===== src/hw/rtl/ewcpg_pkg.sv =====
package ewcpg_pkg;

  localparam int unsigned DATA_W              = 32;
  localparam int unsigned IDX_W               = 12;
  localparam int unsigned KIND_W              = 2;
  localparam int unsigned CFG_IDX_W           = 1;
  localparam int unsigned PARAM_DEPTH_DEFAULT = 4096;
  localparam int unsigned Q_FRAC              = 24;

  localparam logic [DATA_W-1:0] Q_ONE  = 32'h0100_0000;
  localparam logic [DATA_W-1:0] Q_HALF = 32'h0080_0000;

  // request kinds
  localparam logic [KIND_W-1:0] KIND_SNAPSHOT   = 2'd0;
  localparam logic [KIND_W-1:0] KIND_ZERO       = 2'd1;
  localparam logic [KIND_W-1:0] KIND_ACCUMULATE = 2'd2;
  localparam logic [KIND_W-1:0] KIND_APPLY      = 2'd3;

  // configuration register indexes
  localparam logic [CFG_IDX_W-1:0] CFG_PENALTY_STRENGTH = 1'd0;
  localparam logic [CFG_IDX_W-1:0] CFG_ACCUMULATE_SCALE = 1'd1;

  typedef struct packed {
    logic load;
    logic read;
    logic round_t;
    logic mul_lo;
    logic mul_hi;
    logic acc_add;
    logic finish;
    logic clear;
  } ewcpg_cmd_t;

  typedef struct packed {
    logic needs_mul;
    logic clear_last;
  } ewcpg_sts_t;

endpackage


===== src/hw/rtl/ewcpg_ctrl.sv =====
module ewcpg_ctrl import ewcpg_pkg::*; (
  input  logic       clk_i,
  input  logic       rst_ni,
  input  logic       start_i,
  input  ewcpg_sts_t sts_i,
  output ewcpg_cmd_t cmd_o,
  output logic       busy_o
);

  localparam logic [2:0] ST_CLEAR = 3'd0;
  localparam logic [2:0] ST_IDLE  = 3'd1;
  localparam logic [2:0] ST_READ  = 3'd2;
  localparam logic [2:0] ST_MUL1  = 3'd3;
  localparam logic [2:0] ST_MUL2  = 3'd4;
  localparam logic [2:0] ST_MUL3  = 3'd5;
  localparam logic [2:0] ST_MUL4  = 3'd6;
  localparam logic [2:0] ST_FIN   = 3'd7;

  logic [2:0] state_q, state_d;

  always_comb begin
    state_d = state_q;
    cmd_o   = '0;
    case (state_q)
      ST_CLEAR: begin
        cmd_o.clear = 1'b1;
        if (sts_i.clear_last) begin
          state_d = ST_IDLE;
        end
      end
      ST_IDLE: begin
        if (start_i) begin
          cmd_o.load = 1'b1;
          state_d    = ST_READ;
        end
      end
      ST_READ: begin
        cmd_o.read = 1'b1;
        state_d    = sts_i.needs_mul ? ST_MUL1 : ST_FIN;
      end
      ST_MUL1: begin
        cmd_o.round_t = 1'b1;
        state_d       = ST_MUL2;
      end
      ST_MUL2: begin
        cmd_o.mul_lo = 1'b1;
        state_d      = ST_MUL3;
      end
      ST_MUL3: begin
        cmd_o.mul_hi = 1'b1;
        state_d      = ST_MUL4;
      end
      ST_MUL4: begin
        cmd_o.acc_add = 1'b1;
        state_d       = ST_FIN;
      end
      ST_FIN: begin
        cmd_o.finish = 1'b1;
        state_d      = ST_IDLE;
      end
      default: begin
        state_d = ST_IDLE;
      end
    endcase
  end

  always_ff @(posedge clk_i or negedge rst_ni) begin
    if (!rst_ni) begin
      state_q <= ST_CLEAR;
    end else begin
      state_q <= state_d;
    end
  end

  assign busy_o = (state_q != ST_IDLE);

endmodule


===== config.mk =====
export PLATFORM = sky130hd
export DESIGN_NAME = ewcpg_ctrl
export DESIGN_NICKNAME = d
export VERILOG_FILES = /design/src/hw/rtl/ewcpg_pkg.sv /design/src/hw/rtl/ewcpg_ctrl.sv
export SDC_FILE = /design/constraint.sdc
export NUM_CORES = 1
export LEC_CHECK = 0
export ABC_AREA = 1
export CAP_MARGIN = 20
export CELL_PAD_IN_SITES_DETAIL_PLACEMENT = 2
export CELL_PAD_IN_SITES_GLOBAL_PLACEMENT = 2
export CORE_AREA = 5 5 42 44
export CTS_BUF_LIST = sky130_fd_sc_hd__clkbuf_2 sky130_fd_sc_hd__clkbuf_4 sky130_fd_sc_hd__clkbuf_8
export DETAILED_ROUTE_END_ITERATION = 12
export DIE_AREA = 0 0 47 49
export DONT_BUFFER_PORTS = 1
export MAX_ROUTING_LAYER = met4
export PLACE_DENSITY_LB_ADDON = 0.1
export SLEW_MARGIN = 10
export SYNTH_ARGS = -nofsm -noshare
export SYNTH_HDL_FRONTEND = slang
export SYNTH_SLANG_ARGS = --single-unit

===== constraint.sdc =====
create_clock -name clk_i -period 1.15 [get_ports clk_i]
set_input_delay 0.115 -clock clk_i [delete_from_list [all_inputs] [get_ports clk_i]]
set_output_delay 0.115 -clock clk_i [all_outputs]
set_load 0.005 [all_outputs]

==> reports/metrics.cfg <==
[status]
status = complete, no violations

[sta]
tightestPinTransition_ps = 251
clock_skew_ps = 0.267
slew_headroom_pct = 83.1
slew_violations = 0
finalCriticalPeriod_ps = 1110
finalHoldViolations = 0
fmax_ghz = 0.903
fin_crit_sh_pct = 96.3
grt_setup_unrepaired = yes
finalSetupViolCount = 0
tns_ps = 0

[route]
routed_via_density = 4.09
dr.pass1.iters = 2
drtIter0Drc = 1
vias = 229
wl_per_cell_um = 13.3
drc_errors = 0
wirelength_um = 743
drtAntennaViolNets = 0

[final_layout]
fin_nets = 46
reg_top3 = state_q x3
largest_register = state_q
multiInputGateArea_um2 = 133
areaGrowthSynthToFinish_pct = 60.6
final_area_um2 = 322
largest_reg_flops = 3
finish.utilization_pct = 22.9
diodes = 0
drive_gt1_share_pct = 55.0
fillers = 183
seqCellArea_um2 = 78.8

[cts]
clk_latency_ps = 230
tritoncts = yes
htreeDepth = 1
clock_sinks = 3
clock_path_buffers = 2
clk_pin_slew_worst_paths_ps = 30
clockRootBuffer = clkbuf_4
cts_inserted_buffers = 3

[synthesis]
syn_nets = 37
yosysUniqueCellTypes = 11
yosys_warnings = 0
netlist_area_um2 = 200
synth_seq_area_share_pct = 37.5
ys_seq_elements = 3
syn_inst = 32
postSynthAreaPerCell_um2 = 6.26

[flow_run]
drv_cap = 0

[worst_hold_path]
min_path_cells = 1
min_path_type = input pin to register

[global_route]
antenna_found_initial = 0
grt_pass1_vias = 254
grt_use_total_pct = 7.45
gr-total-overflow = 0
grt_pass1_wl_um = 1170
grt_max_degree = 10

[worst_setup_path]
crit_type = register to output pin
cp-end-kind = output pin
crit_fanout = 5
endpoint = cmd_o[1]
start_kind = register
reg2reg_slack_ps = 150
rr_worst_depth = 4
reg2reg_from = state_q[0]$_DFFE_PN0P_
worst_ep_arrival_time_ps = 990
crit_required_ps = 1030
crit_start = state_q[2]$_DFFE_PN0P_
timing.rr.end = state_q[2]$_DFFE_PN0P_

[pwr]
peakVddDrop_mv = 1.04
leakage_nw = 0.148
total_power_mw = 1.06
p_per_area_nw_per_um2 = 3280

[floorplanning]
ioPinCount = 14
row_count = 14
die-area_um2 = 2300
core_area_um2 = 1400
start_util_pct = 14.3
fp.dieW_um = 47
die_y_um = 49

[place]
port-buffer-count = 0
dpl_cell_area_um2 = 220
dp_hpwl_um = 587
routabilityCongestion = 0.692

## worst min-delay path by stage
stage / start / end / slack [ps]
5_1_grt: sts_i[1] / state_q[2]$_DFFE_PN0P_ / 50
3_5_place_dp: rst_ni / state_q[0]$_DFFE_PN0P_ / -180
6_report: sts_i[1] / state_q[2]$_DFFE_PN0P_ / 50
2_1_floorplan: rst_ni / state_q[0]$_DFFE_PN0P_ / -180
3_3_place_gp: rst_ni / state_q[1]$_DFFE_PN0P_ / -180
4_1_cts: sts_i[1] / state_q[2]$_DFFE_PN0P_ / 50
## placed cells by master (no fill, tap or decap), types with 2 or more instances in the layout
cell type  Yosys  final
a21oi_1        2      2
buf_4          0      2
clkbuf_4       0      4
dfrtp_2        0      3
inv_1          5      3
inv_4          0      2
nand2_1        7      5
nand2_2        0      2
nand3_1        2      2
nor2_1         8      2
nor2_2         1      5
nor2_4         0      2
## cell families (layout without fill, tap and decap cells)
| logic type | Yosys count | count (layout) | share of synthesized area, % |
|---|---|---|---|
| compound gates | 3 | 3 | 8.75 |
| simple gates | 20 | 20 | 42.5 |
| buf+inv | 6 | 14 | 11.2 |
| flops | 3 | 3 | 37.5 |
## cell usage after synthesis
library cell	count	area [um2]
a21oi_1	2	10.0
dfrtp_1	3	75.1
inv_1	5	18.8
inv_2	1	3.75
nand2_1	7	26.3
nand3_1	2	10.0
nand3b_1	1	7.51
nor2_1	8	30.0
nor2_2	1	6.26
nor3_1	1	5.00
o211ai_1	1	7.51
## critical path: stages, from the launching register on
cell,delay (ps)
dfrtp_2,430
clkinvlp_4,180
nor2_2,160
## layer usage
layer / routed length, um / GRT usage (%) / up-vias
met5: 0 / - / -
met4: 0 / 5.53 / 0
met3: 58 / 2.95 / 0
met2: 390 / 10.4 / 6
met1: 293 / 8.17 / 109
li1: - / - / 114
## through the flow
| step | std cells | hold slack, ps | setup slack [ps] |
|---|---|---|---|
| floorplan | 32 | -181 | 260 |
| global placement | 48 | -180 | 137 |
| detailed placement | 48 | -181 | 112 |
| CTS | 54 | 50.1 | -16.8 |
| global route | 56 | 46.8 | -17.1 |
| finish | 56 | 52.0 | 42.1 |
## repair_timing
action,4_1_cts,5_1_grt
pin swaps,0,1
hold buffers,1,0
gates cloned,0,1
endpoints found under the hold margin,3,0
resized for setup,5,12
endpoints found under the setup margin,5,8
buffers inserted,1,1
## layout make-up
| class | count | area share [%] |
|---|---|---|
| well taps | 16 | 6.23 |
| clock buffers | 4 | 9.34 |
| inverters | 6 | 8.56 |
| repair inverters | 1 | 2.33 |
| multi-input cells | 23 | 41.2 |
| flip-flops and latches | 3 | 24.5 |
| repair buffers | 3 | 7.78 |
## power breakdown
part / internal [mW] / switching (mW)
clock: 0.153 / 0.0501
sequential: 0.175 / 0.133
combinational: 0.204 / 0.340
total: 0.533 / 0.523
Power figures use the tool's default switching activity.
